==> config.mk <==
export PLATFORM = sky130hd
export DESIGN_NAME = kcs_queue
export DESIGN_NICKNAME = d
export VERILOG_FILES = /design/src/sv/kcs_pkg.sv /design/src/sv/kcs_queue.sv
export SDC_FILE = /design/constraint.sdc
export NUM_CORES = 1
export LEC_CHECK = 0
export CAP_MARGIN = 20
export CORE_MARGIN = 1.5
export CORE_UTILIZATION = 50
export CTS_BUF_LIST = sky130_fd_sc_hd__clkbuf_2
export CTS_CLUSTER_DIAMETER = 30
export DETAILED_ROUTE_END_ITERATION = 8
export DONT_BUFFER_PORTS = 1
export GPL_ROUTABILITY_DRIVEN = 0
export HOLD_SLACK_MARGIN = 0.12
export PLACE_DENSITY = 0.7
export REMOVE_ABC_BUFFERS = 1
export SLEW_MARGIN = 20
export SYNTH_ARGS = -nofsm -noshare
export SYNTH_HDL_FRONTEND = slang
export SYNTH_SLANG_ARGS = --single-unit
==> constraint.sdc <==
create_clock -name i_clk -period 3.07 [get_ports i_clk]
set_input_delay 0.307 -clock i_clk [delete_from_list [all_inputs] [get_ports i_clk]]
set_output_delay 0.307 -clock i_clk [all_outputs]
set_load 0.1 [all_outputs]
==> src/sv/kcs_pkg.sv <==
// Shared constants for the k-closest point selector.
// No dependencies; imported by every module of the block.
package kcs_pkg;

    // default sizing
    localparam int DEF_MAX_KEEP   = 16;
    localparam int DEF_COORD_BITS = 16;

    // fixed field widths
    localparam int KEEP_W     = 5;
    localparam int OUT_DIST_W = 33;
    localparam int CFG_IDX_W  = 2;

    // configuration register indexes
    localparam logic [CFG_IDX_W-1:0] REG_REF_X      = 2'd0;
    localparam logic [CFG_IDX_W-1:0] REG_REF_Y      = 2'd1;
    localparam logic [CFG_IDX_W-1:0] REG_KEEP_COUNT = 2'd2;

    // queue between distance front end and store
    localparam int QUEUE_DEPTH = 4;
    localparam int QCNT_W      = $clog2(QUEUE_DEPTH + 1);

endpackage

==> src/sv/kcs_queue.sv <==
// Short FIFO between the distance front end and the selection store.
// Depends on kcs_pkg for depth.
module kcs_queue import kcs_pkg::*; #(
    parameter int WIDTH = 4 * DEF_COORD_BITS + 2
) (
    input  logic              i_clk,
    input  logic              i_rst_n,
    input  logic              i_push,
    input  logic [WIDTH-1:0]  i_data,
    input  logic              i_pop,
    output logic              o_valid,
    output logic [WIDTH-1:0]  o_data,
    output logic [QCNT_W-1:0] o_count
);

    localparam int PW = $clog2(QUEUE_DEPTH);

    logic [WIDTH-1:0]  r_mem [QUEUE_DEPTH];
    logic [PW-1:0]     r_wp, r_rp;
    logic [QCNT_W-1:0] r_cnt;

    // pointers and fill count
    always_ff @(posedge i_clk) begin
        if (!i_rst_n) begin
            r_wp  <= '0;
            r_rp  <= '0;
            r_cnt <= '0;
        end else begin
            if (i_push) r_wp <= r_wp + PW'(1);
            if (i_pop)  r_rp <= r_rp + PW'(1);
            r_cnt <= r_cnt + QCNT_W'(i_push) - QCNT_W'(i_pop);
        end
    end

    // storage
    always_ff @(posedge i_clk) begin
        if (i_push) r_mem[r_wp] <= i_data;
    end

    assign o_valid = (r_cnt != '0);
    assign o_data  = r_mem[r_rp];
    assign o_count = r_cnt;

endmodule

Word-level counts from Yosys, hierarchy flattened
Memory sizes are Yosys's and may differ from the RTL's. A register that Yosys moved wholly into a read port is not among the register bits.
Index checks and enable logic that the tools add are counted.
{"block": "op_classes", "n_lt_le_gt_ge": 0, "addsub": 4, "div_mod_pow": 0, "n_bitwise": 0, "n_shift": 0, "reduce_logical": 1, "multipliers": 0, "n_mux": 4, "eq_ne": 0}
{"op": "$add 2x1->2 const B", "count": 2}
{"op": "$mux 2", "count": 2}
{"op": "$add 3x1->3", "count": 1}
{"op": "$reduce_bool 3->1", "count": 1}
{"op": "$sub 3x1->3", "count": 1}
{"op": "$mux 1", "count": 2}
{"block": "totals", "input_bits": 70, "out_inout_bits": 70, "mem_bits_ro": 0, "reg_bits": 7, "wordCells": 13, "latchBits": 0, "ram_bits": 264, "mem_count": 1}
{"memory": "r_mem", "words": 4, "word_bits": 66, "rd": 1, "rd_ports_with_merged_regs": 1, "write_ports": 1, "line_no": "kcs_queue.sv:18", "rtl": "logic [WIDTH-1:0] r_mem [QUEUE_DEPTH];"}

Logic depth before layout (Yosys ltp)
Gate-level depths: netlist of the first run.
{"block": "logic_depth", "word_depth": 3, "depth_mapped": 7, "depth_no_buf": 7}

Worst setup path after synthesis of the first run
No wires, ideal clock.
{"block": "synth_timing", "path_kind": "register -> register", "from": "register r_wp[0]", "to": "memory r_mem[0][0] (netlist bit), enable pin", "n_path_buf": 0, "path_stages_with_launch": 4, "setup_ns": 0.431, "period_less_slack_ns": 2.523, "required_time_ns": 2.639, "arrival_time_ns": 2.093, "path_slack_ns": 0.547, "cell_sequence": "dfxtp_1 > inv_1 > ha_1 > and2_1"}
{"item": "from (decl)", "line_no": "kcs_queue.sv:19", "rtl": "logic [PW-1:0] r_wp, r_rp;"}
{"item": "from (signal assigned)", "line_no": "kcs_queue.sv:29", "rtl": "if (i_push) r_wp <= r_wp + PW'(1);"}
{"item": "to (decl)", "line_no": "kcs_queue.sv:18"}
No word-level cell before the write port.

==> flow_metrics.py, run 1 <==
metrics = {
    "timing": {
        "tightest_slew_ps": 724,
        "hold_violations": 0,
        "setup_violations": 0,
        "period_share": 0.899,
        "max_slew_margin": 0.517,
        "finalSetupTns_ps": 0,
        "fmax_mhz": 362,
        "rsz0062_at_grt": "false",
        "skew_ps": 72.6,
        "slew_violations": 0,
        "period_minus_slack_ps": 2760,
    },
    "logic_synthesis": {
        "avgSynthCellArea_um2": 25.8,
        "synth_cell_types": 19,
        "ys_seq_elements": 273,
        "syn-instance-count": 386,
        "yosysTopAreaCell": "edfxtp_1",
        "yosys-top-cells-area": "edfxtp_1 80%, mux4_2 15%, dfxtp_1 1.8%, ha_1 0.75%, buf_6 0.57%",
        "async_reset_ff_frac": 0,
        "seq_area_frac_synth": 0.814,
        "netlist_area_mm2": 0.00996,
        "synth_top_area_frac": 0.796,
        "synth_edf_count": 264,
        "ys.flop_type": "edfxtp_1",
        "yosys_warnings": 0,
    },
    "grt": {
        "grt_pass1_wl_um": 27300,
        "antenna_found_initial": 0,
        "grt_pass1_vias": 5003,
        "gr-total-overflow": 0,
        "track_usage": 0.180,
        "grt_max_degree": 45,
    },
    "clocking": {
        "clockBufferDepth": 3,
        "clock_latency_ps": 790,
        "cts_resized": 0,
        "cts_buffers": 70,
        "path_clk_slew_ps": 110,
        "cts.sinks": 273,
        "clockRootBuffer": "clkbuf_2",
        "cts_tree": "done",
        "htree_levels": 3,
    },
    "cells_and_area": {
        "syn2layout_area_growth_pct": 18.2,
        "mostFrequentLayoutCells": "264 x edfxtp_1, 90 x clkbuf_2, 75 x dlygate4sd3_1",
        "nets": 610,
        "fin_cells": 841,
        "layout_commonest_cell": "edfxtp_1",
        "antennaDiodeCount": 0,
        "final_area_mm2": 0.0118,
        "layout-drive-gt1-share": 0.321,
    },
    "power": {
        "leakage_nw": 3.88,
        "ir_worst_vdd_uv": 680,
        "power_density_mw_per_mm2": 724,
    },
    "worst_setup_path": {
        "worstPathArrival_ps": 2450,
        "crit_fanout": 25,
        "critical_path_class": "reg2out",
        "crit_required_ps": 2760,
        "worst_r2r_path_depth": 8,
        "cp-end-kind": "output pin",
        "cp-start-kind": "register",
    },
    "routing": {
        "dr.pass1.iters": 4,
        "drtAntennaViolNets": 0,
        "avgViaCountPerCell": 5.36,
        "drc": 0,
        "drt_iter0_markers": 202,
        "routedWlPerCell_um": 21.2,
        "drt-total-wl_um": 17800,
        "vias": 4506,
    },
    "floorplan": {
        "rows": 51,
        "dieHeight_um": 144,
        "dieWidth_um": 144,
        "die-area_mm2": 0.0208,
        "coreArea_mm2": 0.0195,
        "boundaryPins": 140,
        "initial_core_util": 0.510,
    },
    "placed_design": {
        "io_buffers": 0,
        "place_inst": 650,
        "dp_hpwl_um": 9760,
        "placed_area_mm2": 0.0104,
    },
    "worst_hold_path": {
        "hold_path.class": "in2reg",
        "min_path_cells": 1,
    },
    "outcome": {
        "outcome": "finished clean",
    },
    "flow_run": {
        "cap_violations": 0,
    },
}
## where the power goes
part | leakage, nW | switching, mW | internal (mW)
Sequential | 2.50 | 0.0637 | 4.27
Combinational | 0.913 | 1.39 | 0.371
Clock | 0.463 | 1.36 | 1.05
## cell type report
type	count	area (um^2)
clock buffers	90	450
fillers	1425	7760
inverters	7	26.3
flip-flops and latches	273	8120
multi-input cells	92	1730
well taps	265	332
repair buffers	89	938
clock inverters	25	176
## flip-flops by register name, indices dropped and copies added (netlist names), named ones only
signal   flops
r_wp         2
o_count      3
r_rp         2
r_mem      264
## stage by stage
| step | power, mW | hold WS (ps) | setup WS, ps | util |
|---|---|---|---|---|
| after floorplan | 5.89 | 406 | -973 | - |
| after global placement | 6.05 | 406 | 911 | 0.531 |
| after detailed placement | 6.07 | 406 | 904 | 0.531 |
| after CTS | 8.61 | 121 | 165 | 0.602 |
| after global routing | 8.87 | 125 | 88.5 | 0.603 |
| final | 8.51 | 216 | 309 | 0.603 |
## cells in the mapped netlist (2+ instances only)
cell      instances
mux4_2           66
clkbuf_1          2
buf_4             2
and2_1            6
buf_6             5
nor2_1            5
edfxtp_1        264
buf_2             5
dfxtp_1           9
ha_1              6
xnor2_1           2
inv_1             7
## logic make-up after synthesis
logic type,after synthesis,share of synthesized area
adders and majority gates,7,0.00955
AOI/OAI and AO/OA,2,0.00151
DFF,273,0.814
xor gates and xnor gates,3,0.00415
buffers and inverters,21,0.0131
muxes,67,0.150
and+or+nand+nor,13,0.00704
## final timing paths
check / startpoint / to / slack (ps)
worst max register to register: o_count[0] / o_count[1] / 630
worst min-delay path: i_data[13] / r_mem[0][13] / 220
worst max-delay path: register / o_data[45] / 310
worst min register to register: r_rp[1] / r_rp[1] / 550
## worst max-delay path, cell delays in order (launching register included)
cell     delay (ps)
dfxtp_4         550
buf_12          280
mux4_2          820
## metal layers
metal	track usage	part of all wire	wire length [um]	vias to the layer above
met4	0.0784	0.018	326	0
met5	0	0	0	-
met3	0.0632	0.073	1310	30
li1	-	-	-	1984
met1	0.219	0.40	7130	2315
met2	0.293	0.51	9040	177
## repair_timing
action                                  CTS  global route
endpoints found under the setup margin   13             0
hold buffers                             74             1
setup buffers                             1             0
hold endpoints to repair                414             3
Power figures use the tool's default switching activity.
==> run 2, diff against run 1 <==
CORE_UTILIZATION = 45   (was 50)
PLACE_DENSITY = 0.65   (was 0.7)
RECOVER_POWER = 25   (was default)
==> run 2 against run 1 <==
Via count fell by 1.8%; design area fell by 0.70%; register-to-register slack barely moved; clock power fell by 6%; critical path depth did not move; sequential share of layout area rose by 0.49 points; first-iteration DRC count fell by 15%; sequential cell count did not move; final cell count rose by 1.7%; routed wire length fell by 3.9%; clock skew fell by 33 ps; core utilization fell by 6.6 points; critical endpoint is now o_data[52].
==> flow_metrics.py, run 2 (synthesis results as in run 1) <==
metrics = {
    "outcome": {
        "outcome": "finished clean",
    },
    "power": {
        "leakage_nw": 3.86,
        "p_int_mw": 5.58,
        "clkPwrFrac": 0.271,
        "p_switching_mw": 2.76,
        "seq_power_share": 0.520,
        "p_sw_frac": 0.331,
        "power_density_mw_per_mm2": 714,
        "ir_worst_vdd_uv": 593,
        "pwr-share-comb": 0.209,
    },
    "clocking": {
        "path_clk_slew_ps": 110,
        "htree_levels": 3,
        "clockBufferDepth": 3,
        "post_cts_buffers": 0,
        "cts_tree": "done",
        "clockRootBuffer": "clkbuf_2",
        "clock_latency_ps": 730,
        "cts_buffers": 71,
        "cts.sinks": 273,
    },
    "worst_setup_path": {
        "cp-start-kind": "register",
        "cp_cell_sequence": "buf_12 > mux4_2",
        "crit_fanout": 38,
        "slowest_stage": "mux4_2",
        "crit_path_max_incr_delay_ps": 840,
        "worstPathArrival_ps": 2460,
        "cp-end-kind": "output pin",
        "crit_required_ps": 2760,
        "critical_path_class": "reg2out",
    },
    "grt": {
        "track_usage": 0.154,
        "use_met1": 0.173,
        "grtUsageMet2": 0.254,
        "antenna_found_initial": 1,
        "grt_max_degree": 40,
        "grt_pass1_vias": 4918,
        "gr-total-overflow": 0,
        "met3_usage": 0.0656,
        "busiest_layer": "met2",
        "grt_pass1_wl_um": 26000,
    },
    "worst_hold_path": {
        "hold_path.class": "in2reg",
    },
    "routing": {
        "drt_iter0_markers": 172,
        "drtAntennaViolNets": 0,
        "routedWlPerCell_um": 20.0,
        "drt-total-wl_um": 17100,
        "vias": 4427,
        "drc": 0,
        "avgViaCountPerCell": 5.18,
        "dr.pass1.iters": 5,
    },
    "cells_and_area": {
        "largest_reg_flops": 264,
        "nets": 606,
        "multi_input_area_mm2": 0.00173,
        "mostFrequentLayoutCells": "264 x edfxtp_1, 99 x clkbuf_2, 71 x dlygate4sd3_1",
        "layout_commonest_cell": "edfxtp_1",
        "seq_area_mm2": 0.00812,
        "layout-drive-gt1-share": 0.338,
        "syn2layout_area_growth_pct": 17.4,
        "largest_register": "r_mem",
        "fillCellCount": 1705,
    },
    "placed_design": {
        "dp_hpwl_um": 9780,
        "place_ws_ps": 977,
        "io_buffers": 0,
    },
    "timing": {
        "hold_violations": 0,
        "slew_violations": 0,
        "rsz0062_at_grt": "false",
        "tightest_slew_ps": 641,
        "period_share": 0.901,
        "fmax_mhz": 361,
        "skew_ps": 39.3,
        "finalSetupTns_ps": 0,
        "setup_violations": 0,
        "max_slew_margin": 0.572,
        "timing.final.ws_setup_ps": 303,
        "period_minus_slack_ps": 2770,
    },
    "floorplan": {
        "rows": 54,
        "initial_core_util": 0.458,
        "boundaryPins": 140,
        "dieWidth_um": 152,
        "coreArea_mm2": 0.0218,
        "dieHeight_um": 152,
        "die-area_mm2": 0.0230,
    },
    "flow_run": {
        "cap_violations": 0,
    },
}
-- run 2: cell types whose count changed in the layout (fill, tap and decap cells not counted), moves of 2 or more --
cell	previous run	this run
clkbuf_2	90	99
clkinv_1	17	10
dlygate4sd3_1	75	71
buf_12	6	4
bufinv_16	3	1
clkinv_2	3	5
-- run 2: worst max-delay path, delay by kind of cell, from the launching register on --
kind / cells / cell delay (ps)
DFF: 1 / 500
muxes: 1 / 840
buffers and inverters: 1 / 330
-- run 2: layout make-up --
| cell class | count | share of cell area |
|---|---|---|
| sequential | 273 | 0.695 |
| multi-input combinational | 92 | 0.148 |
| timing repair buffer | 84 | 0.0738 |
| clock buffer | 99 | 0.0424 |
| tap | 280 | 0.0300 |
| clock inverter | 19 | 0.00889 |
| inverter | 7 | 0.00225 |
| antenna | 1 | 0.000214 |
-- run 2: power by group through the flow --
stage	clock, mW	sequential [mW]	combinational (mW)
finish	2.27	4.34	1.75
CTS	2.38	4.34	1.76
global placement	0	4.42	1.63
global route	2.56	4.36	1.81
detailed placement	0	4.43	1.64
floorplan	0	4.54	1.36
-- run 2: worst paths after layout --
check	startpoint	endpoint	slack, ps	cells after the start
setup / recovery	register	o_data[52]	300	2
hold / removal	i_data[21]	r_mem[2][21]	250	1
setup reg to reg	o_count[0]	o_count[1]	620	8
hold reg to reg	r_rp[1]	register	550	2
-- run 2: what timing repair did --
item / CTS / global route
endpoints found under the hold margin: 418 / 0
hold buffers: 71 / 0
endpoints found under the setup margin: 0 / 5
resized for setup: 0 / 1
-- run 2: per-layer routing --
layer	vias to the layer above	wire length, um
li1	1977	-
met5	-	0
met4	0	307
met2	165	8830
met1	2260	6450
met3	25	1550
-- run 2: metrics by stage --
stage	hold WS (ps)	cell area [um^2]	std cells	util	power, mW
global route	127	11700	855	0.537	8.73
finish	252	11700	855	0.537	8.35
global placement	406	10400	665	0.477	6.05
floorplan	406	9850	372	-	5.89
CTS	125	11700	854	0.537	8.48
detailed placement	406	10400	665	0.477	6.07
