## src/sv/kcs_pkg.sv

```systemverilog
// Shared constants for the k-closest point selector.
// No dependencies; imported by every module of the block.
package kcs_pkg;

    // default sizing
    localparam int DEF_MAX_KEEP   = 16;
    localparam int DEF_COORD_BITS = 16;

    // fixed field widths
    localparam int KEEP_W     = 5;
    localparam int OUT_DIST_W = 33;
    localparam int CFG_IDX_W  = 2;

    // configuration register indexes
    localparam logic [CFG_IDX_W-1:0] REG_REF_X      = 2'd0;
    localparam logic [CFG_IDX_W-1:0] REG_REF_Y      = 2'd1;
    localparam logic [CFG_IDX_W-1:0] REG_KEEP_COUNT = 2'd2;

    // queue between distance front end and store
    localparam int QUEUE_DEPTH = 4;
    localparam int QCNT_W      = $clog2(QUEUE_DEPTH + 1);

endpackage

```

## src/sv/kcs_front.sv

```systemverilog
// Distance front end: accepts points and computes exact squared distance.
// Depends on kcs_pkg; feeds kcs_queue, holding back input when it may fill.
module kcs_front import kcs_pkg::*; #(
    parameter int COORD_BITS = DEF_COORD_BITS
) (
    input  logic                    i_clk,
    input  logic                    i_rst_n,
    input  logic [COORD_BITS-1:0]   i_ref_x,
    input  logic [COORD_BITS-1:0]   i_ref_y,
    input  logic                    i_valid,
    output logic                    o_ready,
    input  logic [COORD_BITS-1:0]   i_pt_x,
    input  logic [COORD_BITS-1:0]   i_pt_y,
    input  logic                    i_set_end,
    input  logic [QCNT_W-1:0]       i_q_count,
    output logic                    o_push,
    output logic [4*COORD_BITS+1:0] o_item
);

    localparam int CB = COORD_BITS;
    localparam int DW = 2 * CB + 1;
    localparam int SW = QCNT_W + 1;

    logic signed [CB:0] dx, dy;
    logic [CB-1:0]      ax, ay;
    logic [2*CB-1:0]    sqx, sqy;
    logic [DW-1:0]      dsum;
    logic               take;

    // stage 1: absolute coordinate differences
    logic          r_v1, r_e1;
    logic [CB-1:0] r_x1, r_y1, r_ax, r_ay;
    // stage 2: squares
    logic          r_v2, r_e2;
    logic [CB-1:0] r_x2, r_y2;
    logic [2*CB-1:0] r_sqx, r_sqy;

    // credit: never have more requests in flight than the queue can take
    assign o_ready = (SW'(i_q_count) + SW'(r_v1) + SW'(r_v2)) < SW'(QUEUE_DEPTH);
    assign take    = i_valid && o_ready;

    assign dx = $signed({i_pt_x[CB-1], i_pt_x}) - $signed({i_ref_x[CB-1], i_ref_x});
    assign dy = $signed({i_pt_y[CB-1], i_pt_y}) - $signed({i_ref_y[CB-1], i_ref_y});
    assign ax = dx[CB] ? CB'(-dx) : CB'(dx);
    assign ay = dy[CB] ? CB'(-dy) : CB'(dy);

    assign sqx  = r_ax * r_ax;
    assign sqy  = r_ay * r_ay;
    assign dsum = DW'(r_sqx) + DW'(r_sqy);

    // valid chain
    always_ff @(posedge i_clk) begin
        if (!i_rst_n) begin
            r_v1 <= 1'b0;
            r_v2 <= 1'b0;
        end else begin
            r_v1 <= take;
            r_v2 <= r_v1;
        end
    end

    // payload stages
    always_ff @(posedge i_clk) begin
        r_x1  <= i_pt_x;
        r_y1  <= i_pt_y;
        r_e1  <= i_set_end;
        r_ax  <= ax;
        r_ay  <= ay;
        r_x2  <= r_x1;
        r_y2  <= r_y1;
        r_e2  <= r_e1;
        r_sqx <= sqx;
        r_sqy <= sqy;
    end

    // item layout from bit 0: x, y, dist, set_end
    assign o_push = r_v2;
    assign o_item = {r_e2, dsum, r_y2, r_x2};

endmodule

```

## config.mk

```make
export PLATFORM = sky130hd
export DESIGN_NAME = kcs_front
export DESIGN_NICKNAME = d
export VERILOG_FILES = /design/src/sv/kcs_pkg.sv /design/src/sv/kcs_front.sv
export SDC_FILE = /design/constraint.sdc
export NUM_CORES = 1
export LEC_CHECK = 0
export BUFFER_PORTS_ARGS = -buffer_cell sky130_fd_sc_hd__buf_2
export CELL_PAD_IN_SITES_DETAIL_PLACEMENT = 1
export CELL_PAD_IN_SITES_GLOBAL_PLACEMENT = 2
export CORE_MARGIN = 1
export CORE_UTILIZATION = 43
export DETAILED_ROUTE_END_ITERATION = 16
export GPL_TIMING_DRIVEN = 0
export MAX_ROUTING_LAYER = met4
export PLACE_DENSITY = 0.95
export SYNTH_ARGS = -nofsm -noshare
export SYNTH_HDL_FRONTEND = slang
export SYNTH_SLANG_ARGS = --single-unit
```

## constraint.sdc

```tcl
create_clock -name i_clk -period 14.2 [get_ports i_clk]
set_clock_uncertainty 0.05 [all_clocks]
set_input_delay 2.13 -clock i_clk [delete_from_list [all_inputs] [get_ports i_clk]]
set_output_delay 2.13 -clock i_clk [all_outputs]
set_load 0.01 [all_outputs]
```

# Word level (Yosys, flattened, before mapping)
# Index checks and enable logic that the tools add are counted.
# classes
n_addsub	7
n_mul	2
n_lt_le_gt_ge	1
n_mux	2
reduce_logical	1
# op_table
op	n
multiplier 16 x 16 -> 32 bit	2
subtractor 16 x 16 -> 17 bit	2
adder 32 x 32 -> 33 bit	1
2-to-1 mux 16 bit	2
negation 16 bit	2
adder 3 x 1 -> 4 bit	1
adder 4 x 1 -> 4 bit	1
less-than comparator 4 x 3 -> 1 bit (second input constant)	1
logical AND 1 bit	1
# totals
register_bits	164

# Depth between registers and ports, before layout
# Gate-level depths: netlist (run 1).
# depth
ltp_word	4
depth_mapped	25
mapped_depth_nobuf	24

# Least setup slack after synthesis (run 1)
# No wires, ideal clock.
# synth_timing
kind	reg-to-reg
start	register r_ax[4]
end	register r_sqx[31]
arrival_ns	6.249
setup_slack_ns	7.774
stages_incl_launch_ff	23
period_less_slack_ns	6.426
path_cell_list	dfxtp_1 -> clkbuf_1 -> clkbuf_1 -> nand2_1 -> fa_1 -> fa_1 -> inv_1 -> fa_1 -> fa_1 -> fa_1 -> inv_1 -> fa_1 -> inv_1 -> ha_1 -> a21o_1 -> a21o_1 -> a21o_1 -> o31a_1 -> o31a_1 -> o41ai_2 -> o21ai_1 -> a221oi_1 -> xnor2_1
# synth_via
elab_chain_len	1
# synth_lines
element	line	rtl
start: declaration	kcs_front.sv:32	logic [CB-1:0] r_x1, r_y1, r_ax, r_ay;
start signal: assignment	kcs_front.sv:67	r_ax <= ax;
multiplier 16 x 16 -> 32 bit	kcs_front.sv:47	assign sqx = r_ax * r_ax;
net sqx[31]	kcs_front.sv:26	logic [2*CB-1:0] sqx, sqy;
end signal: assignment	kcs_front.sv:72	r_sqx <= sqx;
end: declaration	kcs_front.sv:36	logic [2*CB-1:0] r_sqx, r_sqy;
# The timed path passes the listed nets, and every way through them passes these cells.
# A chain may end at the register's enable or synchronous reset.

# Final worst setup path (run 1)
# layout_timing
start	register r_ax[1]
end	register r_sqx[31]
# The elaborated chain is that of the path after synthesis.

==> results of run 1 <==
==> stage by stage <==
step	std cells	setup WS (ns)	util
floorplan	2322	7.77	-
global placement	3124	6.70	0.466
detailed placement	3124	6.55	0.466
CTS	3156	6.50	0.477
global route	3156	6.04	0.477
finish	3156	6.49	0.477
==> cell usage in the layout (no fill, tap or decap), types with 79 or more instances in the layout <==
| cell | count |
|---|---|
| a21oi_1 | 88 |
| and2_1 | 79 |
| buf_2 | 138 |
| ha_1 | 268 |
| nor2_1 | 99 |
| xnor2_1 | 94 |
| inv_1 | 566 |
| dfxtp_1 | 162 |
| fa_1 | 328 |
| nand2_1 | 181 |
==> registers in the layout, summed over array words and instances (netlist names) <==
register  cells
r_sqx        31
r_e1          1
r_v1          1
o_push        1
r_ay         16
r_e2          1
r_x2         16
r_y2         16
r_x1         16
r_sqy        31
r_y1         16
r_ax         16
==> final timing paths <==
kind	slack, ns	start	endpoint	depth (start not counted)
worst max-delay path	6.49	r_ax[1]	r_sqx[31]	21
worst min-delay path	0.28	r_x1[5]	r_x2[5]	0
worst max register to register	6.49	r_ax[1]	r_sqx[31]	21
worst min register to register	0.28	r_x1[5]	r_x2[5]	0
==> kinds of logic (layout without fill, tap and decap cells) <==
| group | after synthesis | count (layout) |
|---|---|---|
| XOR/XNOR | 143 | 143 |
| multiplexers | 6 | 6 |
| AO/OA/AOI/OAI | 282 | 282 |
| buffers and inverters | 616 | 786 |
| AND/OR/NAND/NOR | 517 | 517 |
| adder cells (fa/ha/maj) | 596 | 596 |
| flip-flops | 162 | 162 |
==> per-layer routing <==
metal,vias up,share of wire
met5,-,0
met4,0,0.014
met3,60,0.032
met2,254,0.50
met1,8113,0.46
li1,7545,-
==> area by class of cell <==
class,count,area [µm²],share of cell area
Inverter,566,2120,0.0912
Multi-Input combinational cell,1544,15700,0.672
Sequential cell,162,3240,0.139
Clock inverter,13,128,0.00548
Clock buffer,19,433,0.0186
Buffer,50,193,0.00827
Timing Repair Buffer,138,691,0.0296
Tap cell,664,831,0.0357
==> impl_metrics.toml, run 1 <==
[sta]
tns_ns = 0
fin_crit_sh = 0.543
finalHoldViolCount = 0
period_needed_ns = 7.71
finalSetupViolCount = 0
max_freq_ghz = 0.130
slew_viol_final = 0
rsz0062_at_grt = "no"
worst_hold_slack_ns = 0.279
worst_pin_slew_ns = 0.962
max_slew_margin = 0.342

[floorplan]
dieArea_um2 = 50200
die_h_um = 224
core-area_um2 = 48800
io-pin-count = 139
start_util = 0.434
rows = 81
die_width_um = 224

[critical_path]
critPathArrivalTime_ns = 8.02
critPathKind = "reg -> reg"
startpoint_type = "flip-flop"
slowest_stage = "dfxtp_1"
path_delay_family = "adder cells"
critical_path_peak_fanout = 10
end_kind = "flip-flop"
crit_buf_inv = 4
path_cells = "clkbuf_1 > nand2_1 > fa_1 > inv_1 > fa_1 > inv_1 > fa_1 > fa_1 > fa_1 > fa_1 > inv_1 > ha_1 > and2_1 > a32oi_1 > a31oi_1 > o31a_1 > o31a_1 > o41ai_2 > o21ai_1 > a221oi_1 > xnor2_1"
path_common_cell = "fa_1"
cpPeakStageDelay_ns = 0.58
critPathRequiredTime_ns = 14.51

[global_route]
use_met3 = 0.0290
grt_max_degree = 17
use_met2 = 0.395
grt_pass1_wl_um = 90500
grt_pass1_vias = 18155
grtUsageTotal = 0.237
use_met1 = 0.306
grt.overflow.total = 0
grt_antenna_before_repair = 2
busiest_layer = "met2"

[yosys]
synth_warnings = 0
ys_top_cells_by_count = "inv_1, fa_1, ha_1"
synthFlopType = "dfxtp_1"
synthesis.nets = 2989
yosys_register_bits = 162
synth_xor_area_frac = 0.0590
yosys.cell_types.count = 65
synth_edf_count = 0
synth-async-reset-ratio = 0
avgSynthCellArea_um2 = 9.14
yosys.area_share.simple = 0.119
synth.mux.area_fraction = 0.00307
yosys.area.top_type = "fa_1"
synth-compound-area-share = 0.0898
ys_seq_area_frac = 0.153
synthCells = 2322
synth_fa_ha_area_frac = 0.467
synth_top_area_frac = 0.309
synth_top_family_by_area = "adder cells"
synthMostInstantiatedCell = "inv_1"
synthTopCellsByArea = "fa_1, ha_1, dfxtp_1"
synth_area_um2 = 21200

[layout]
postLayoutCellArea_um2 = 23300
syn2layout_area_growth_pct = 9.81
drive_gt1_frac = 0.0799
diodes = 0
fin_nets = 3146
n_fill_cell = 5809

[place]
gp_congestion = 0.904
port_buffers = 138
hpwl_um = 46200
dpl-instance-area_um2 = 22700

[cts]
cts_hold_repair.buffers = 0
cts_resized = 0
ctsHtreeMaxLevel = 4
cts_tree = "built"
cts.sinks = 162
postCtsSetupBuffers = 0
clkLatencyLatePin_ns = 0.48
clockBufferDepth = 2
root_buffer = "clkbuf_16"
numCtsBuffers = 17
clk_pin_slew_ns = 0.07

[route]
drtPass1Iterations = 10
drc = 2
num_vias = 15972
final_antenna_net_count = 0
drt_iter0_drc = 649
routedWlPerCell_um = 17.2
routed_wl_um = 54200
vias_per_cell = 5.06

[status]
outcome = "finished with violations"
violations = "design-rule violations"

[flow_run]
cap_violations = 0

[worst_hold_path]
hold_class = "reg -> reg"
Power of run 1 is not shown: default switching activity piles up to over one toggle a cycle in this logic, so the estimate is an artifact.
==> run 2: changes to the inputs <==
--- a/config.mk
+++ b/config.mk
@@ -9,11 +9,11 @@
 export CELL_PAD_IN_SITES_DETAIL_PLACEMENT = 1
 export CELL_PAD_IN_SITES_GLOBAL_PLACEMENT = 2
 export CORE_MARGIN = 1
-export CORE_UTILIZATION = 43
+export CORE_UTILIZATION = 40
 export DETAILED_ROUTE_END_ITERATION = 16
 export GPL_TIMING_DRIVEN = 0
 export MAX_ROUTING_LAYER = met4
-export PLACE_DENSITY = 0.95
+export PLACE_DENSITY = 0.9
 export SYNTH_ARGS = -nofsm -noshare
 export SYNTH_HDL_FRONTEND = slang
 export SYNTH_SLANG_ARGS = --single-unit
==> constraint.sdc (replaced) <==
create_clock -name i_clk -period 8.01 [get_ports i_clk]
set_clock_uncertainty 0.05 [all_clocks]
set_input_delay 1.2015 -clock i_clk [delete_from_list [all_inputs] [get_ports i_clk]]
set_output_delay 1.2015 -clock i_clk [all_outputs]
set_load 0.01 [all_outputs]
==> run 2 against run 1 <==
  * The run still ends with design-rule violations left
  * First-iteration DRC count is 3.7% lower
  * Wire length is 0.93% lower
  * Final cell count is 0.76% higher
  * Utilization is 3.2 points lower
  * Global-route usage is 2.1 points lower
  * Final area is 0.17% higher
  * Fmax is 0.84% higher
  * Via count is 0.39% higher
  * Sequential cell count stayed put
  * Register-to-register slack worse by 6.1 ns
==> impl_metrics.toml, run 2 (synthesized netlist as in run 1, its figures left out) <==
[critical_path]
crit_buf_inv = 4
path_cells = "clkbuf_1 > nand2_1 > fa_1 > inv_1 > fa_1 > inv_1 > fa_1 > fa_1 > fa_1 > fa_1 > inv_1 > ha_1 > and2_1 > a32oi_1 > a31oi_1 > o31a_1 > o31a_1 > o41ai_2 > o21ai_1 > a221oi_1 > xnor2_1"
critical_path_peak_fanout = 10
startpoint_type = "flip-flop"
slowest_stage = "dfxtp_1"
end_kind = "flip-flop"
critPathKind = "reg -> reg"
critPathArrivalTime_ns = 7.96
cpPeakStageDelay_ns = 0.60
path_delay_family = "adder cells"
critPathRequiredTime_ns = 8.32
path_common_cell = "fa_1"

[route]
dr_wl_met2_um = 26600
drt_iter0_drc = 625
dr_wl_met3_um = 2210
drc = 1
final_antenna_net_count = 0
routed_wl_um = 53700
num_vias = 16034
top_layer = "met4"
m1WireLength_um = 23900
vias_per_cell = 5.04
drtPass1Iterations = 11
routedWlPerCell_um = 16.9

[sta]
fin_crit_sh = 0.955
tns_ns = 0
max_slew_margin = 0.377
finalHoldViolCount = 0
worst_hold_slack_ns = 0.279
finalSetupViolCount = 0
worst_pin_slew_ns = 0.922
period_needed_ns = 7.65
max_freq_ghz = 0.131
slew_viol_final = 0
rsz0062_at_grt = "no"

[cts]
numCtsBuffers = 17
cts.sinks = 162
root_buffer = "clkbuf_16"
cts_tree = "built"
ctsHtreeMaxLevel = 4
clk_pin_slew_ns = 0.08
clockBufferDepth = 2
cts_resized = 0
clkLatencyLatePin_ns = 0.49
postCtsSetupBuffers = 0
cts_hold_repair.buffers = 0

[place]
gp_congestion = 0.913
port_buffers = 138
placedCellCount = 3148
hpwl_um = 46000

[global_route]
grt_antenna_before_repair = 1
grt.overflow.total = 0
grtUsageTotal = 0.216
grt_pass1_wl_um = 88300
grt_pass1_vias = 17791
grt_max_degree = 18

[layout]
drive_gt1_frac = 0.0811
fin_nets = 3146
n_fill_cell = 6185
final_cell_mix = "inv_1, fa_1, ha_1, nand2_1, dfxtp_1"
reg_top3 = "r_sqx (31), r_sqy (31)"
multiInputGateArea_um2 = 15700
fin_util = 0.445
final_common_cell = "inv_1"
finalNonFillerCells = 3180
seq_area_um2 = 3240
diodes = 0
syn2layout_area_growth_pct = 10.0

[status]
outcome = "finished with violations"
violations = "design-rule violations"

[floorplan]
start_util = 0.405
die_width_um = 232
dieArea_um2 = 54000
core-area_um2 = 52400
rows = 84
die_h_um = 232
io-pin-count = 139

[worst_hold_path]
hold_class = "reg -> reg"

[flow_run]
cap_violations = 0
[run 2: changes by cell type in the layout (fill, tap and decap cells not counted)]
| cell | before | now |
|---|---|---|
| clkinvlp_4 | 3 | 1 |
| clkinv_4 | 5 | 1 |
| inv_8 | 1 | 2 |
| clkbuf_2 | 1 | 3 |
| clkinv_2 | 0 | 1 |
| a2111oi_1 | 0 | 1 |
| inv_6 | 2 | 7 |
| a2111oi_0 | 5 | 4 |
| clkbuf_1 | 50 | 47 |
[run 2: cell type report]
type	count	share of cell area
Tap cell	688	0.0369
Clock buffer	18	0.0184
Multi-Input combinational cell	1544	0.671
Inverter	566	0.0910
Buffer	50	0.00836
Clock inverter	14	0.00590
Sequential cell	162	0.139
Timing Repair Buffer	138	0.0296
[run 2: path summary, 6_finish.rpt]
check,start,to,slack (ns),depth (start not counted)
worst max-delay path,r_ax[1],r_sqx[31],0.36,21
worst min register to register,r_y1[13],r_y2[13],0.28,0
worst max register to register,r_ax[1],r_sqx[31],0.36,21
worst min-delay path,r_y1[13],r_y2[13],0.28,0
[run 2: stage by stage]
| step | instance area (µm²) | setup WS (ns) |
|---|---|---|
| floorplan | 21200 | 1.58 |
| global placement | 22800 | 0.555 |
| detailed placement | 22800 | 0.332 |
| CTS | 23300 | 0.284 |
| global route | 23300 | 0.0430 |
| finish | 23300 | 0.361 |
[run 2: routing by layer]
metal,vias to the layer above,global-route usage
met5,-,-
met1,8168,0.270
met2,265,0.359
met4,0,0.0561
li1,7536,-
met3,65,0.0370
Power of run 2 is left out for the same reason.
