`config.mk`:
```
export PLATFORM = sky130hd
export DESIGN_NAME = kcs_back
export DESIGN_NICKNAME = d
export VERILOG_FILES = /design/src/sv/kcs_pkg.sv /design/src/sv/kcs_back.sv
export SDC_FILE = /design/constraint.sdc
export NUM_CORES = 2
export LEC_CHECK = 0
export ABC_AREA = 1
export BUFFER_PORTS_ARGS = -buffer_cell sky130_fd_sc_hd__buf_2
export CAP_MARGIN = 15
export CORE_ASPECT_RATIO = 1.25
export CORE_MARGIN = 2
export CORE_UTILIZATION = 59
export CTS_CLUSTER_DIAMETER = 150
export DETAILED_ROUTE_END_ITERATION = 6
export PLACE_DENSITY = 0.82
export SETUP_SLACK_MARGIN = 0.02
export SLEW_MARGIN = 20
export SYNTH_ARGS = -nofsm -noshare
export SYNTH_HDL_FRONTEND = slang
export SYNTH_SLANG_ARGS = --single-unit
```
`constraint.sdc`:
```
create_clock -name i_clk -period 93.4 [get_ports i_clk]
set_clock_uncertainty 0.15 [all_clocks]
set_input_delay 18.68 -clock i_clk [delete_from_list [all_inputs] [get_ports i_clk]]
set_output_delay 18.68 -clock i_clk [all_outputs]
set_load 0.01 [all_outputs]
```
`src/sv/kcs_pkg.sv`:
```
// Shared constants for the k-closest point selector.
// No dependencies; imported by every module of the block.
package kcs_pkg;

    // default sizing
    localparam int DEF_MAX_KEEP   = 16;
    localparam int DEF_COORD_BITS = 16;

    // fixed field widths
    localparam int KEEP_W     = 5;
    localparam int OUT_DIST_W = 33;
    localparam int CFG_IDX_W  = 2;

    // configuration register indexes
    localparam logic [CFG_IDX_W-1:0] REG_REF_X      = 2'd0;
    localparam logic [CFG_IDX_W-1:0] REG_REF_Y      = 2'd1;
    localparam logic [CFG_IDX_W-1:0] REG_KEEP_COUNT = 2'd2;

    // queue between distance front end and store
    localparam int QUEUE_DEPTH = 4;
    localparam int QCNT_W      = $clog2(QUEUE_DEPTH + 1);

endpackage

```
`src/sv/kcs_back.sv`:
```
// Selection store: keeps held points sorted by eviction order and emits them.
// Depends on kcs_pkg; drains kcs_queue and drives the output register.
module kcs_back import kcs_pkg::*; #(
    parameter int MAX_KEEP   = DEF_MAX_KEEP,
    parameter int COORD_BITS = DEF_COORD_BITS
) (
    input  logic                    i_clk,
    input  logic                    i_rst_n,
    input  logic [KEEP_W-1:0]       i_keep,
    input  logic                    i_q_valid,
    input  logic [4*COORD_BITS+1:0] i_q_item,
    output logic                    o_q_pop,
    output logic                    o_valid,
    input  logic                    i_ready,
    output logic [COORD_BITS-1:0]   o_x,
    output logic [COORD_BITS-1:0]   o_y,
    output logic [OUT_DIST_W-1:0]   o_dist,
    output logic                    o_last
);

    localparam int CB = COORD_BITS;
    localparam int DW = 2 * CB + 1;
    localparam int CW = $clog2(MAX_KEEP + 1);
    localparam int HW = (CW > KEEP_W) ? CW : KEEP_W;

    // Slot 0 is evicted first and emitted first: descending distance,
    // oldest first among equal distances.
    logic [CB-1:0] r_sx [MAX_KEEP];
    logic [CB-1:0] r_sy [MAX_KEEP];
    logic [DW-1:0] r_sd [MAX_KEEP];
    logic [CB-1:0] n_sx [MAX_KEEP];
    logic [CB-1:0] n_sy [MAX_KEEP];
    logic [DW-1:0] n_sd [MAX_KEEP];
    logic [CW-1:0] r_cnt, n_cnt;
    logic          r_emit;

    logic          r_o_valid, r_o_last;
    logic [CB-1:0] r_o_x, r_o_y;
    logic [DW-1:0] r_o_d;

    logic [CB-1:0]       ix, iy;
    logic [DW-1:0]       id;
    logic                iend;
    logic [MAX_KEEP-1:0] ge;
    logic                do_app, do_evict, do_take, emit_step;

    assign ix   = i_q_item[CB-1:0];
    assign iy   = i_q_item[2*CB-1:CB];
    assign id   = i_q_item[2*CB+DW-1:2*CB];
    assign iend = i_q_item[2*CB+DW];

    // request handling decision
    assign o_q_pop   = i_q_valid && !r_emit;
    assign do_app    = (HW'(r_cnt) < HW'(i_keep)) && (r_cnt < CW'(MAX_KEEP));
    assign do_evict  = !do_app && (r_cnt != '0) && ge[0];
    assign do_take   = o_q_pop && (do_app || do_evict);
    assign emit_step = r_emit && (!r_o_valid || i_ready);

    // per-slot next value: compare with the new point, shift by neighbors
    for (genvar g = 0; g < MAX_KEEP; g++) begin : g_slot
        logic          ge_up, ge_dn;
        logic [CB-1:0] up_x, up_y, dn_x, dn_y;
        logic [DW-1:0] up_d, dn_d;

        assign ge[g] = (r_sd[g] >= id) && (CW'(g) < r_cnt);

        if (g < MAX_KEEP - 1) begin : g_up
            assign ge_up = ge[g+1];
            assign up_x  = r_sx[g+1];
            assign up_y  = r_sy[g+1];
            assign up_d  = r_sd[g+1];
        end else begin : g_top
            assign ge_up = 1'b0;
            assign up_x  = '0;
            assign up_y  = '0;
            assign up_d  = '0;
        end

        if (g > 0) begin : g_dn
            assign ge_dn = ge[g-1];
            assign dn_x  = r_sx[g-1];
            assign dn_y  = r_sy[g-1];
            assign dn_d  = r_sd[g-1];
        end else begin : g_bot
            assign ge_dn = 1'b1;
            assign dn_x  = '0;
            assign dn_y  = '0;
            assign dn_d  = '0;
        end

        // emit and evict move toward slot 0; plain insert moves away
        assign n_sx[g] = emit_step ? up_x :
                         do_evict  ? (ge_up ? up_x : (ge[g] ? ix : r_sx[g])) :
                                     (ge[g] ? r_sx[g] : (ge_dn ? ix : dn_x));
        assign n_sy[g] = emit_step ? up_y :
                         do_evict  ? (ge_up ? up_y : (ge[g] ? iy : r_sy[g])) :
                                     (ge[g] ? r_sy[g] : (ge_dn ? iy : dn_y));
        assign n_sd[g] = emit_step ? up_d :
                         do_evict  ? (ge_up ? up_d : (ge[g] ? id : r_sd[g])) :
                                     (ge[g] ? r_sd[g] : (ge_dn ? id : dn_d));
    end

    // slot storage
    always_ff @(posedge i_clk) begin
        if (emit_step || do_take) begin
            r_sx <= n_sx;
            r_sy <= n_sy;
            r_sd <= n_sd;
        end
    end

    // held count after this cycle
    always_comb begin
        n_cnt = r_cnt;
        if (emit_step) begin
            n_cnt = r_cnt - CW'(1);
        end else if (do_take && do_app) begin
            n_cnt = r_cnt + CW'(1);
        end
    end

    // control: count and emit phase
    always_ff @(posedge i_clk) begin
        if (!i_rst_n) begin
            r_cnt  <= '0;
            r_emit <= 1'b0;
        end else begin
            r_cnt <= n_cnt;
            if (emit_step) begin
                r_emit <= (r_cnt != CW'(1));
            end else if (o_q_pop) begin
                r_emit <= iend && (n_cnt != '0);
            end
        end
    end

    // output register
    always_ff @(posedge i_clk) begin
        if (!i_rst_n) begin
            r_o_valid <= 1'b0;
        end else if (emit_step) begin
            r_o_valid <= 1'b1;
        end else if (i_ready) begin
            r_o_valid <= 1'b0;
        end
    end

    always_ff @(posedge i_clk) begin
        if (emit_step) begin
            r_o_x    <= r_sx[0];
            r_o_y    <= r_sy[0];
            r_o_d    <= r_sd[0];
            r_o_last <= (r_cnt == CW'(1));
        end
    end

    assign o_valid = r_o_valid;
    assign o_x     = r_o_x;
    assign o_y     = r_o_y;
    assign o_dist  = OUT_DIST_W'(r_o_d);
    assign o_last  = r_o_last;

endmodule
```
### After elaboration in Yosys (flattened, before gate mapping)

Cells that the tools add are included.

* add/subtract/negate cells: 2
* $lt $le $gt $ge: 34
* equal/unequal tests: 4
* muxes and demuxes: 195
* reductions and logical operators: 36

Operator list (number)
* two-way mux 33 bit: 63
* two-way mux 16 bit: 126
* >= comparator 33 bit: 16
* < comparator 4 x 5 -> 1 bit (first input constant): 8
* logical AND 1 bit: 24
* < comparator 3 x 5 -> 1 bit (first input constant): 4
* < comparator 1 x 5 -> 1 bit (first input constant): 2
* < comparator 2 x 5 -> 1 bit (first input constant): 2
* two-way mux 5 bit: 2
* nonzero test 5 bit: 2
* adder 5 x 1 -> 5 bit (second input constant): 1
* == test 5 x 1 -> 1 bit (second input constant): 1
* < comparator 5 bit: 1
* < comparator 5 bit (second input constant): 1
* inequality test 5 x 1 -> 1 bit (second input constant): 1
* subtractor 5 x 1 -> 5 bit (second input constant): 1
* two-way mux 1 bit: 4
* AND reduction 2 bit: 2
* nonzero test 2 bit: 2
* logical NOT 1 bit: 3
* logical OR 1 bit: 3
* inequality test 3 x 1 -> 1 bit (second input constant): 1
* inequality test 3 bit (second input constant): 1

* register bits: 1113
* word-level logic and storage cells: 326

### Longest topological paths before layout

* depth after elaboration: 14
* gate-level depth with buffers: 22
* mapped depth without buffers: 17

### Least setup slack after synthesis

OpenSTA, ideal clock, no wires.

* path type: input -> register
* from: in i_q_item[64]
* to: reg r_sd, in the netlist g_slot[1].dn_d[0], enable pin
* setup time: 413 ps
* arrival: 69197 ps
* data required time: 92837 ps
* path slack: 23640 ps
* stages on the path: 14
* path through: clkbuf_1 > clkbuf_1 > inv_1 > ha_1 > nand2_1 > nor2_1 > nand4_1 > nor2_1 > nand3_1 > nand4_2 > nand3_2 > o21bai_1 > o21ai_0 > inv_1

* word-level cells in the longest chain between the ends: 7

RTL lines
* start, declared: line kcs_back.sv:11 `input logic [4*COORD_BITS+1:0] i_q_item,`
* >= comparator 33 bit *: line kcs_back.sv:65 `assign ge[g] = (r_sd[g] >= id) && (CW'(g) < r_cnt);`
* logical AND 1 bit *: line kcs_back.sv:65
* logical AND 1 bit: line kcs_back.sv:55 `assign do_evict = !do_app && (r_cnt != '0) && ge[0];`
* logical OR 1 bit: line kcs_back.sv:56 `assign do_take = o_q_pop && (do_app || do_evict);`
* logical AND 1 bit: line kcs_back.sv:56
* logical OR 1 bit: line kcs_back.sv:105 `if (emit_step || do_take) begin`
* AND reduction 2 bit (no source line) *
* end signal, assigned: line kcs_back.sv:108 `r_sd <= n_sd;`
* end, declared: line kcs_back.sv:30 `logic [DW-1:0] r_sd [MAX_KEEP];`

Every way passes the cells marked *; elsewhere a longest branch is shown, timed or not.
A chain may end at the register's enable or synchronous reset.

### Worst setup path after layout

* from: in i_q_valid
* to: out o_q_pop

* word-level cells in the longest chain between the ends: 1

RTL lines
* start, declared: line kcs_back.sv:10 `input logic i_q_valid,`
* logical AND 1 bit: line kcs_back.sv:53 `assign o_q_pop = i_q_valid && !r_emit;`
* end, declared: line kcs_back.sv:12 `output logic o_q_pop,`

No other way between the ends.

==> flow_metrics.env <==
export IMPL_clockPowerShare_pct=13.1
export IMPL_core_rowCount=161
export IMPL_netlist_instances=12610
export IMPL_cts_path_max_buffers=3
export IMPL_layout_worst_path_cycle_share_pct=40.68
export IMPL_timing_critical_path_required_ns=74.57
export IMPL_crit_path_start="i_q_valid"
export IMPL_count_of_pins_over_their_slew_limit=0
export IMPL_multiInputGateArea_sq_um=51980
export IMPL_clkLatencyLatePin_ns=0.80
export IMPL_ys_warnings_count=0
export IMPL_die_area_sq_um=157400
export IMPL_synth_cell_types=37
export IMPL_met2_usage_pct=52.56
export IMPL_post_cts_resize_count=0
export IMPL_setup_ws_ns=55.41
export IMPL_run_status="finished, violations left"
export IMPL_post_dp_hpwl_mm=176.8
export IMPL_gp_routability_congestion=0.9581
export IMPL_post_cts_setup_buffer_count=0
export IMPL_p_int_w=0.001886
export IMPL_max_clock_freq_ghz=0.02632
export IMPL_grt_start_max_net_pins=215
export IMPL_layout_drive_gt1_share_pct=7.899
export IMPL_final_total_pwr_w=0.003628
export IMPL_setup_tns_final_ns=0
export IMPL_synth_fp_nets=13220
export IMPL_grt_pass1_wl_mm=428.0
export IMPL_vdd_drop_max_v=0.00002618
export IMPL_hold_path_class="reg2reg"
export IMPL_cts_buffers_inserted=121
export IMPL_initial_core_util_pct=59.28
export IMPL_boundaryPins=143
export IMPL_globalRouteMet1Util_pct=44.33
export IMPL_synth_top_cells_by_area="sky130_fd_sc_hd__edfxtp_1 37%, sky130_fd_sc_hd__nand3_1 27%, sky130_fd_sc_hd__nand2_1 13%"
export IMPL_max_slew_worst_pin_slew_ns=1.242
export IMPL_commonest_cells_after_routing_fill_and_taps_aside="4931 x sky130_fd_sc_hd__nand3_1, 3029 x sky130_fd_sc_hd__nand2_1, 1106 x sky130_fd_sc_hd__edfxtp_1"
export IMPL_layout_nets=12620
export IMPL_final_core_utilization_pct=62.04
export IMPL_vias_per_cell=6.244
export IMPL_antenna_violating_nets_post_route=0
export IMPL_holdPathStages=0
export IMPL_p_seq_share_pct=33.8
export IMPL_antenna_found_initial=24
export IMPL_grt_busiest_layer="met2"
export IMPL_start_kind="input pin"
export IMPL_regToRegStartpoint="g_slot[1].dn_d[32]$_DFFE_PP_"
export IMPL_yosysTopAreaCellShare_pct=36.50
export IMPL_final_area_sq_um=95230
export IMPL_p_leak_nw=40.61
export IMPL_postSynthRegisterBits=1113
export IMPL_grtUsageMet3_pct=4.189
export IMPL_drcViolationCount=2
export IMPL_die_y_microns=443.1
export IMPL_totalWireLength_mm=266.6
export IMPL_drtIter0Drc=11500
export IMPL_detailed_route_via_count=88500
export IMPL_holdBufCountCts=0
export IMPL_maxCapViolCount=0
export IMPL_violations_in_the_final_reports="design-rule violations"
export IMPL_count_of_filler_cells_inserted_in_the_layout=13550
export IMPL_synth_seq_area_share_pct=36.65
export IMPL_detail_route_first_pass_iterations=7
export IMPL_cts_tree="yes"
export IMPL_mostFrequentLayoutCell="sky130_fd_sc_hd__nand3_1"
export IMPL_power_share_switching_pct=48.01
export IMPL_layout_area_overhead_vs_synth_pct=4.662
export IMPL_crit_path_max_fanout=3
export IMPL_core_region_area_sq_um=153500
export IMPL_final_period_minus_worst_setup_slack_ns=37.99
export IMPL_timing_max_slew_rel_slack_pct=17.21
export IMPL_first_global_vias=82690
export IMPL_worst_setup_path_type="in2out"
export IMPL_cts_root_buf="sky130_fd_sc_hd__clkbuf_16"
export IMPL_clk_pin_slew_ns=0.06
export IMPL_grt_setup_unrepaired="false"
export IMPL_overall_global_routing_resource_usage_pct=32.70
export IMPL_synth_cell_area_sq_um=90990
export IMPL_area_sequential_sq_um=33360
export IMPL_grt_ovfl_total=0
export IMPL_p_sw_w=0.001742
export IMPL_finalSetupViolations=0
export IMPL_comb_power_share_pct=53.1
export IMPL_hold_start="g_slot[1].dn_y[11]$_DFFE_PP_"
export IMPL_hold_viol=0
export IMPL_post_dp_cell_area_sq_um=91380
export IMPL_cp_data_arrival_time_ns=19.16
export IMPL_tritoncts_num_sinks=1113
export IMPL_end_kind="primary output"
export IMPL_synth_area_leader_cell="sky130_fd_sc_hd__edfxtp_1"
export IMPL_pwr_density_cell_nw_per_um2=38.10
export IMPL_post_synth_cell_area_avg_sq_um=7.217
export IMPL_r2r_worst_path_cells=15
export IMPL_floorplan_die_width_microns=355.3
export IMPL_placement_setup_worst_slack_ns=55.41
export IMPL_port_buffers=142
export IMPL_wire_per_inst_microns=18.81
export IMPL_htree_levels=3
[power by group through the flow]
stage	registers [W]	logic, W	clock network, W
2_1_floorplan	0.00149	0.00143	0
3_3_place_gp	0.00121	0.00181	0
3_5_place_dp	0.00123	0.00189	0
4_1_cts	0.00122	0.00189	0.000480
5_1_grt	0.00126	0.00216	0.000497
6_report	0.00123	0.00193	0.000477
[synthesized netlist by cell type (all sizes together)]
cell    instances
nor2          255
a21oi         190
o31ai           1
nand3        4932
clkbuf        582
a21o           41
ha            535
nand3b         68
buf           420
dfxtp           7
xor2            2
o21a            4
and2            2
nor3           14
a31oi           1
nor4            1
a22oi           3
o21ai          27
o21bai          2
or2           782
nand4         150
a21boi          2
edfxtp       1106
nand2        3050
inv           430
[registers in the layout (all words and copies together), names as in the netlist]
name	cells
g_slot.up_y	208
g_slot.dn_y	48
o_y	16
o_x	16
g_slot.dn_x	48
r_cnt	5
o_last	1
g_slot.up_d	429
o_valid	1
g_slot.dn_d	99
g_slot.up_x	208
r_emit	1
o_dist	33
[routing by layer]
metal	vias to the layer above	wire (microns)	part of all wire [%]
met2	4877	123400	46
met1	40190	106400	40
li1	42870	-	-
met4	4	9737	3.7
met5	-	26	0.0098
met3	558	27090	10
[worst max-delay path, cell delays in order]
cell                      delay (ns)
sky130_fd_sc_hd__buf_2          0.09
sky130_fd_sc_hd__nand2_1        0.15
sky130_fd_sc_hd__inv_1          0.09
sky130_fd_sc_hd__buf_2          0.14
[logic make-up (layout without fill, tap and decap cells)]
group | count (synthesis) | in the layout | synth area share [%]
adder cells (fa/ha/maj) | 535 | 535 | 7.357
AO/OA/AOI/OAI | 271 | 271 | 1.638
XOR/XNOR | 2 | 2 | 0.01925
other | 0 | 20 | 0
AND/OR/NAND/NOR | 9254 | 9254 | 47.86
flip-flops | 1113 | 1113 | 36.65
buffers and inverters | 1432 | 941 | 6.470
[final cells by class]
| cell class | instances | area share (%) |
|---|---|---|
| Clock buffer | 157 | 3.344 |
| Tap cell | 2037 | 2.676 |
| Sequential cell | 1113 | 35.03 |
| Multi-Input combinational cell | 10060 | 54.59 |
| Clock inverter | 71 | 0.6031 |
| Inverter | 430 | 1.704 |
| Timing Repair Buffer | 283 | 2.009 |
| Antenna cell | 20 | 0.05255 |
[per-stage QoR]
step | hold slack [ns] | std cells
floorplan | 0.2768 | 12610
global placement | 0.2838 | 13920
detailed placement | 0.2895 | 13920
CTS | 0.3046 | 14150
global route | 0.3118 | 14170
finish | 0.3035 | 14170
[final timing paths]
check	end	slack, ns
setup / recovery	o_q_pop	55.41
hold / removal	o_y[11]$_DFFE_PP_	0.30
setup reg to reg	g_slot[2].up_d[32]$_DFFE_PP_	86.09
hold reg to reg	o_y[11]$_DFFE_PP_	0.30
No activity file was read; power rests on OpenSTA's default activity.
